## src/snils_pkg.sv

```systemverilog
// shared types, constants and the control value function of the check digit validator
`default_nettype none
package snils_pkg;

	localparam int unsigned DigitW   = 4;
	localparam int unsigned CountW   = 4;
	localparam int unsigned SumW     = 9;
	localparam int unsigned RunW     = 2;
	localparam int unsigned CtrlW    = 7;
	localparam int unsigned StatusW  = 2;
	localparam int unsigned InDataW  = 8;
	localparam int unsigned OutDataW = 16;

	localparam logic [DigitW-1:0] DigitMax    = 4'd9;
	localparam logic [CountW-1:0] NumDigits   = 4'd9;
	localparam logic [CountW-1:0] RecordLen   = 4'd11;
	localparam logic [CountW-1:0] CountMax    = 4'd15;
	localparam logic [RunW-1:0]   RunLimit    = 2'd3;
	localparam logic [SumW-1:0]   Modulus     = 9'd101;
	localparam logic [SumW-1:0]   Hundred     = 9'd100;

	typedef enum logic [StatusW-1:0] {
		ST_VALID      = 2'd0,
		ST_BAD_LENGTH = 2'd1,
		ST_REPEAT     = 2'd2,
		ST_MISMATCH   = 2'd3
	} status_t;

	// record summary after the closing digit has been folded in
	typedef struct packed {
		logic [CountW-1:0] count;
		logic [SumW-1:0]   sum;
		logic              repeat_seen;
		logic [CtrlW-1:0]  ctrl;
	} rec_t;

	// control value from the weighted sum, sum is at most 405
	function automatic logic [CtrlW-1:0] expected_from_sum(input logic [SumW-1:0] s);
		logic [SumW-1:0] r;
		begin
			if (s >= 9'd404) begin
				r = s - 9'd404;
			end else if (s >= 9'd303) begin
				r = s - 9'd303;
			end else if (s >= 9'd202) begin
				r = s - 9'd202;
			end else if (s >= Modulus) begin
				r = s - Modulus;
			end else begin
				r = s;
			end
			if (r >= Hundred) begin
				r = '0;
			end
			return r[CtrlW-1:0];
		end
	endfunction

endpackage
`default_nettype wire

```

## src/snils_check_digit_validator_core.sv

```systemverilog
// top level of the insurance number check digit validator
//
// channel  dir  tdata bits                              tlast  tuser
// s_*      in   [3:0] digit, [7:4] zero                 last   -
// m_*      out  [1:0] status, [8:2] expected_check,     -      -
//                [15:9] zero
//
// one digit per cycle while no closing digit waits on a stalled result; a
// digit goes through an input register, then the record state, and for a
// closing digit the result register, are updated when it leaves the input
// register; a closing digit's result is then held until it is taken
// a stalled result holds the input register only when it holds a closing digit
// reset clears the record state and both valid flags
`default_nettype none
module snils_check_digit_validator_core (
	input  wire logic                               clk,
	input  wire logic                               arst_n,
	input  wire logic                               s_tvalid,
	output logic                                    s_tready,
	input  wire logic [snils_pkg::InDataW-1:0]      s_tdata,   // digit, pad
	input  wire logic                               s_tlast,
	output logic                                    m_tvalid,
	input  wire logic                               m_tready,
	output logic [snils_pkg::OutDataW-1:0]          m_tdata    // status, expected_check, pad
);

	logic                          valid_s1;
	logic [snils_pkg::DigitW-1:0]  digit_s1;
	logic                          last_s1;
	logic                          advance;
	logic                          out_valid_q;
	snils_pkg::status_t            status_q;
	logic [snils_pkg::CtrlW-1:0]   expect_q;
	snils_pkg::rec_t               rec;
	snils_pkg::status_t            status;
	logic [snils_pkg::CtrlW-1:0]   expected_check;

	assign advance  = valid_s1 && (!last_s1 || !out_valid_q || m_tready);
	assign s_tready = !valid_s1 || advance;

	always_ff @(posedge clk or negedge arst_n) begin
		if (!arst_n) begin
			valid_s1 <= 1'b0;
		end else if (s_tready) begin
			valid_s1 <= s_tvalid;
		end
	end

	always_ff @(posedge clk) begin
		if (s_tready && s_tvalid) begin
			digit_s1 <= s_tdata[snils_pkg::DigitW-1:0];
			last_s1  <= s_tlast;
		end
	end

	snils_accum u_accum (
		.clk    (clk),
		.arst_n (arst_n),
		.step   (advance),
		.close  (last_s1),
		.digit  (digit_s1),
		.rec    (rec)
	);

	snils_eval u_eval (
		.rec            (rec),
		.status         (status),
		.expected_check (expected_check)
	);

	always_ff @(posedge clk or negedge arst_n) begin
		if (!arst_n) begin
			out_valid_q <= 1'b0;
		end else if (advance && last_s1) begin
			out_valid_q <= 1'b1;
		end else if (m_tready) begin
			out_valid_q <= 1'b0;
		end
	end

	always_ff @(posedge clk) begin
		if (advance && last_s1) begin
			status_q <= status;
			expect_q <= expected_check;
		end
	end

	assign m_tvalid = out_valid_q;
	assign m_tdata  = {{(snils_pkg::OutDataW - snils_pkg::CtrlW - snils_pkg::StatusW){1'b0}},
		expect_q, status_q};

endmodule
`default_nettype wire

```

## src/snils_accum.sv

```systemverilog
// record state registers: position count, weighted sum, run tracking and control value
`default_nettype none
module snils_accum (
	input  wire logic                             clk,
	input  wire logic                             arst_n,
	input  wire logic                             step,
	input  wire logic                             close,
	input  wire logic [snils_pkg::DigitW-1:0]     digit,
	output snils_pkg::rec_t                       rec
);

	logic [snils_pkg::CountW-1:0] count_q, count_d;
	logic [snils_pkg::SumW-1:0]   sum_q, sum_d;
	logic [snils_pkg::DigitW-1:0] prev_q, prev_d;
	logic [snils_pkg::RunW-1:0]   run_q, run_d;
	logic                         rep_q, rep_d;
	logic [snils_pkg::CtrlW-1:0]  ctrl_q, ctrl_d;
	logic [snils_pkg::DigitW-1:0] d;
	logic [snils_pkg::DigitW-1:0] weight;
	logic [7:0]                   prod;
	logic [10:0]                  ctrl_ext;

	always_comb begin
		d        = (digit > snils_pkg::DigitMax) ? snils_pkg::DigitMax : digit;
		weight   = snils_pkg::NumDigits - count_q;
		prod     = {4'd0, weight} * {4'd0, d};
		ctrl_ext = ({4'd0, ctrl_q} * 11'd10) + {7'd0, d};
		count_d  = count_q;
		sum_d    = sum_q;
		prev_d   = prev_q;
		run_d    = run_q;
		rep_d    = rep_q;
		ctrl_d   = ctrl_q;
		if (count_q < snils_pkg::NumDigits) begin
			sum_d = sum_q + {1'b0, prod};
			if (count_q == '0 || d != prev_q) begin
				run_d = 2'd1;
			end else begin
				if (run_q < snils_pkg::RunLimit) begin
					run_d = run_q + 2'd1;
				end
				if (run_d == snils_pkg::RunLimit) begin
					rep_d = 1'b1;
				end
			end
			prev_d = d;
		end else if (count_q < snils_pkg::RecordLen) begin
			ctrl_d = ctrl_ext[snils_pkg::CtrlW-1:0];
		end
		if (count_q < snils_pkg::CountMax) begin
			count_d = count_q + 4'd1;
		end
	end

	assign rec = '{count: count_d, sum: sum_d, repeat_seen: rep_d, ctrl: ctrl_d};

	always_ff @(posedge clk or negedge arst_n) begin
		if (!arst_n) begin
			count_q <= '0;
			sum_q   <= '0;
			prev_q  <= '0;
			run_q   <= '0;
			rep_q   <= 1'b0;
			ctrl_q  <= '0;
		end else if (step) begin
			if (close) begin
				count_q <= '0;
				sum_q   <= '0;
				prev_q  <= '0;
				run_q   <= '0;
				rep_q   <= 1'b0;
				ctrl_q  <= '0;
			end else begin
				count_q <= count_d;
				sum_q   <= sum_d;
				prev_q  <= prev_d;
				run_q   <= run_d;
				rep_q   <= rep_d;
				ctrl_q  <= ctrl_d;
			end
		end
	end

endmodule
`default_nettype wire

```

## src/snils_eval.sv

```systemverilog
// status and expected control value of a closed record
`default_nettype none
module snils_eval (
	input  wire snils_pkg::rec_t              rec,
	output snils_pkg::status_t                status,
	output logic [snils_pkg::CtrlW-1:0]       expected_check
);

	always_comb begin
		expected_check = snils_pkg::expected_from_sum(rec.sum);
		if (rec.count != snils_pkg::RecordLen) begin
			status = snils_pkg::ST_BAD_LENGTH;
		end else if (rec.repeat_seen) begin
			status = snils_pkg::ST_REPEAT;
		end else if (rec.ctrl != expected_check) begin
			status = snils_pkg::ST_MISMATCH;
		end else begin
			status = snils_pkg::ST_VALID;
		end
	end

endmodule
`default_nettype wire

```

## config.mk

```make
export PLATFORM = sky130hd
export DESIGN_NAME = snils_check_digit_validator_core
export DESIGN_NICKNAME = d
export VERILOG_FILES = /design/src/snils_pkg.sv /design/src/snils_check_digit_validator_core.sv /design/src/snils_accum.sv /design/src/snils_eval.sv
export SDC_FILE = /design/constraint.sdc
export NUM_CORES = 1
export LEC_CHECK = 0
export BUFFER_PORTS_ARGS = -buffer_cell sky130_fd_sc_hd__buf_2
export CAP_MARGIN = 20
export CORE_MARGIN = 1.5
export CORE_UTILIZATION = 55
export DETAILED_ROUTE_END_ITERATION = 6
export GPL_TIMING_DRIVEN = 0
export PLACE_DENSITY = 0.75
export SYNTH_ARGS = -nofsm -noshare
export SYNTH_HDL_FRONTEND = slang
export SYNTH_SLANG_ARGS = --single-unit
```

## constraint.sdc

```tcl
create_clock -name clk -period 9.38 [get_ports clk]
set_clock_uncertainty 0.1 [all_clocks]
set_input_delay 0.938 -clock clk [delete_from_list [all_inputs] [get_ports clk]]
set_output_delay 0.938 -clock clk [all_outputs]
set_load 0.01 [all_outputs]
```

==> results of run 1 <==
critical path, delay by kind of cell (launching register included):
kind	cells	cell delay, ps
compound gates	9	2360
xor+xnor	2	680
fa+ha+maj	5	2060
buf+inv	3	440
flops	1	390
mux	1	400
simple gates	5	1400
metal layers:
layer	vias up	track usage [%]	share of wire, %	wire (um)
met5	-	0	0	0
met4	0	8.08	1.5	174
met3	19	3.48	5.7	665
met2	165	46.1	48	5620
met1	2004	37.8	45	5250
li1	1981	-	-	-
layout by cell type, fill, tap and decap left out, types with 6 or more instances in the layout:
cell and count:
nand2_1 56, inv_1 45, ha_1 40, nor2_1 36
o21ai_0 33, dfrtp_1 29, buf_2 24, a21oi_1 24
edfxtp_1 14, nand3_1 13, xnor2_1 13, nor3_1 12
clkbuf_1 11, and2_1 11, fa_1 11, buf_4 9
xor2_1 9, nand4_1 9, nor2b_1 8, o22ai_1 8
a31oi_1 8, a22o_1 7, conb_1 7, and3_1 6
a211oi_1 6
area by class of cell:
| cell class | count | share of cell area (%) |
|---|---|---|
| multi-input combinational | 422 | 62.4 |
| sequential | 43 | 23.3 |
| inverter | 45 | 3.43 |
| buffer | 28 | 3.41 |
| tap | 102 | 2.59 |
| timing repair buffer | 20 | 2.19 |
| clock buffer | 6 | 1.47 |
| clock inverter | 2 | 1.22 |
sequential cells by signal, indices dropped and copies added, names as in the netlist:
name             count
digit_s1             4
expect_q             7
last_s1              1
m_tvalid             1
status_q             2
u_accum.count_q      4
u_accum.ctrl_q       7
u_accum.prev_q       4
u_accum.rep_q        1
u_accum.run_q        2
u_accum.sum_q        9
valid_s1             1
path summary, 6_finish.rpt:
kind,endpoint,depth (start not counted),slack (ps),start
worst min-delay path,u_accum.run_q[0],2,410,u_accum.run_q[0]
worst min register to register,u_accum.run_q[0],2,410,u_accum.run_q[0]
max in group asynchronous,u_accum.count_q[0],1,8130,arst_n
worst max register to register,status_q[1],25,1270,digit_s1[3]
worst max-delay path,status_q[1],25,1270,digit_s1[3]
min in group asynchronous,u_accum.sum_q[8],1,580,arst_n
cells by family (layout without fill, tap and decap cells):
| kind of cell | Yosys count | after routing | synth area share, % |
|---|---|---|---|
| muxes | 8 | 8 | 1.85 |
| buffers and inverters | 73 | 101 | 7.42 |
| AOI/OAI and AO/OA | 151 | 151 | 24.6 |
| DFF | 43 | 43 | 25.3 |
| adders and majority gates | 51 | 51 | 15.9 |
| other | 1 | 7 | 0.0827 |
| xor gates and xnor gates | 23 | 23 | 4.61 |
| and+or+nand+nor | 182 | 182 | 20.3 |
through the flow:
stage / instance area (um2) / setup slack, ps / utilization, %
6_report: 4920 / 1270 / 62.7
5_1_grt: 4920 / 809 / 62.7
4_1_cts: 4910 / 1330 / 62.6
3_5_place_dp: 4780 / 1350 / 60.9
3_3_place_gp: 4780 / 1470 / 60.9
2_1_floorplan: 4560 / 2470 / -
==> reports/results.ini, run 1 <==
[cells_and_area]
stdcell_count=668
final-seq-area_um2=1150
drive_gt1_share_pct=12.2
fin_nets=629
area_growth_pct=8.61
fillers=697
multi_input_area_um2=3070
num_antenna_cells=0

[timing]
fmax_mhz=123
hold_viol=0
holdWs_ps=412
fin_crit_ps=8110
drv_slew=0
setup_viol=0
fin_crit_sh_pct=86.4
relSlewSlack_pct=52.6
setup_tns_ps=0
rsz0062_at_grt=false
tightest_slew_ps=704

[clocking]
cts_setup_buffers=0
cts.sinks=43
cts.path.max_buffers=2
clock_latency_ps=290
clk_pin_slew_worst_paths_ps=90
cts_tree=yes
cts_root_buf=clkbuf_8
htree_levels=2
hold_buffers=0
cts_made_buffers=5
cts_resized=0

[synthesis]
synth.area.top_cells=dfrtp_1 16%, ha_1 11%, edfxtp_1 9.3%
synth_flop_cell=dfrtp_1
synth_cell_types=92
synth.cell_area_um2=4530
avgSynthCellArea_um2=8.52
netlist_top_cells_count=56 x nand2_1, 45 x inv_1, 40 x ha_1
postSynthCellCount=532
synth_seq_cells=43
ys_seq_area_share_pct=25.3
post-synth-top-area-fraction_pct=16.0
synth_edf_count=14
ys.warnings.count=0
synthArstFlopShare_pct=67.4
yosysMostFrequentCell=nand2_1
synth_top_cell_by_area=dfrtp_1

[die]
core_um2=7850
die_y_um=93.8
die_w_um=93.8
ioPinCount=31
initial_utilization_pct=57.8
fp-row-count=32
dieArea_um2=8800

[critical_path]
slowest_stage=o311ai_1
worst-setup-path-type=flip-flop to flip-flop
cp.required_ps=9310
arrival_ps=8040
endpoint_kind=flip-flop
crit_path_max_fanout=10
cpMostUsedCell=fa_1
slowest_delay_ps=520
start_kind=flip-flop

[route]
drc_errors=0
drt_first_iter_violations=272
vias_per_cell=6.24
ant_nets=0
vias=4169
postRouteWirelength_um=11700
wl_per_cell_um=17.5
first_pass_iters=5

[global_route]
grt_max_degree=30
grt_use_total_pct=27.7
grt_overflow=0
grt_pass1_wl_um=19200
first_global_vias=3865
antenna_found_initial=0

[outcome]
status=finished, final reports clean

[run]
max_cap_violations=0

[placement]
portBuffers=19
placedCellCount=659
place_hpwl_um=9210
gp_congestion=0.977

[hold_path]
min_path_type=flip-flop to flip-flop

Power of run 1 is left out: the tool's default activity adds up to more than one toggle a clock period on the data nets, which glitch-free logic cannot reach.
==> run 2, diff against run 1 <==
--- a/config.mk
+++ b/config.mk
@@ -7,6 +7,7 @@
 export LEC_CHECK = 0
 export BUFFER_PORTS_ARGS = -buffer_cell sky130_fd_sc_hd__buf_2
 export CAP_MARGIN = 20
+export CORE_ASPECT_RATIO = 1.25
 export CORE_MARGIN = 1.5
 export CORE_UTILIZATION = 55
 export DETAILED_ROUTE_END_ITERATION = 6
==> run 2 against run 1 <==
Net effect:
- via count rose by 0.24%
- register-to-register slack better by 30 ps
- fmax rose by 0.37%
- clock-buffer cell count fell by 1
- worst setup slack better by 30 ps
- global-route usage fell by 0.26 points
- flip-flop and latch count stayed put
- die area about the same
- sequential share of layout area grew 0.31 points
- critical path depth did not move
- routed wire length grew 0.31%
- critical path type unchanged
- critical endpoint is now status_q[0]
- largest cell class unchanged
==> reports/results.ini, run 2 (same netlist as run 1, synthesis figures left out) <==
[die]
dieArea_um2=8800
ioPinCount=31
core_um2=7880
fp-row-count=36
initial_utilization_pct=57.5
die_y_um=105
die_w_um=84.2

[hold_path]
hold_path_depth=2
min_path_type=flip-flop to flip-flop
hold_start=u_accum.run_q[0]
worstHoldEndpoint=u_accum.run_q[0]

[global_route]
antenna_found_initial=0
first_global_vias=4155
grt_overflow=0
grt_pass1_wl_um=19800
grt_use_total_pct=27.5
grt_max_degree=30

[route]
vias_per_cell=6.33
drc_errors=0
ant_nets=0
drt_first_iter_violations=295
wl_per_cell_um=17.8
vias=4179
postRouteWirelength_um=11700
first_pass_iters=5

[critical_path]
arrival_ps=8000
reg2reg_slack_ps=1300
crit_path_max_fanout=10
worst-setup-path-type=flip-flop to flip-flop
start_kind=flip-flop
ff2ff_path_depth=25
r2r-end=status_q[0]
cp.required_ps=9310
r2r_start=digit_s1[3]
endpoint_kind=flip-flop

[clocking]
clk_pin_slew_worst_paths_ps=90
htree_levels=2
cts_tree=yes
cts_root_buf=clkbuf_8
cts_setup_buffers=0
cts.sinks=43
cts_resized=0
cts.path.max_buffers=2
clock_latency_ps=290
hold_buffers=0
cts_made_buffers=5

[placement]
place_hpwl_um=9310
gp_congestion=0.931
portBuffers=19

[cells_and_area]
reg.largest.list=u_accum.sum_q x9, expect_q x7, u_accum.ctrl_q x7
num_antenna_cells=0
area_growth_pct=7.18
fin_nets=628
drive_gt1_share_pct=12.2
regMostFlops=u_accum.sum_q
final_util_pct=61.6
largest_register_ffs=9
final_common_cell=nand2_1
final_cell_mix=56 x nand2_1, 45 x inv_1, 40 x ha_1

[timing]
fin_crit_sh_pct=86.1
rsz0062_at_grt=false
fin_crit_ps=8080
hold_viol=0
drv_slew=0
fmax_mhz=124
relSlewSlack_pct=22.8
setup_viol=0
setup_tns_ps=0
holdWs_ps=418
tightest_slew_ps=1130

[run]
max_cap_violations=0

[outcome]
status=finished, final reports clean

-- run 2: worst max path at each step --
stage | from | to | slack, ps | cells past startpoint
6_report | digit_s1[3] | status_q[0] | 1300 | 25
5_1_grt | digit_s1[3] | status_q[1] | 740 | 25
4_1_cts | digit_s1[3] | status_q[0] | 1400 | 25
3_5_place_dp | digit_s1[3] | status_q[0] | 1420 | 25
3_3_place_gp | digit_s1[3] | status_q[1] | 1470 | 25
2_1_floorplan | u_accum.count_q[1] | status_q[1] | 2470 | 25
-- run 2: per-stage QoR --
step / setup slack (ps) / instance area (um2) / instances
after global routing: 742 / 4860 / 660
after CTS: 1400 / 4860 / 660
after global placement: 1470 / 4770 / 652
after detailed placement: 1420 / 4770 / 652
final: 1300 / 4860 / 660
after floorplan: 2470 / 4560 / 538
-- run 2: cell type report --
| class | count | area, um2 |
|---|---|---|
| Clock buffer | 5 | 68.8 |
| Multi-Input combinational cell | 422 | 3070 |
| Tap cell | 95 | 119 |
| Inverter | 45 | 169 |
| Sequential cell | 43 | 1150 |
| Timing Repair Buffer | 19 | 95.1 |
| Buffer | 28 | 168 |
| Fill cell | 691 | 3020 |
| Clock inverter | 3 | 20.0 |
-- run 2: layer usage --
metal  part of all wire [%]  vias up  track usage [%]
met5                      0        -                0
met4                    4.7        0             13.9
met3                    4.1       40             2.70
met2                     49      151             47.5
met1                     42     2010             33.7
li1                       -     1978                -
-- run 2: critical path, stage by stage, from the launching register on --
cell and delay (ps):
edfxtp_1 390, clkbuf_1 220, nor2b_1 480, nand2_1 140
fa_1 470, fa_1 510, fa_1 510, inv_1 40
ha_1 350, xor2_1 390, a21oi_2 80, a21o_2 250
inv_1 180, ha_1 250, nand2_1 100, a311oi_1 420
o41ai_2 170, nor2_1 390, a311oi_1 110, o311ai_1 480
xnor2_1 240, a311oi_2 400, nand2b_1 320, mux2_2 400
a2111oi_4 310, o21ai_1 90
Power of run 2 is left out for the same reason.
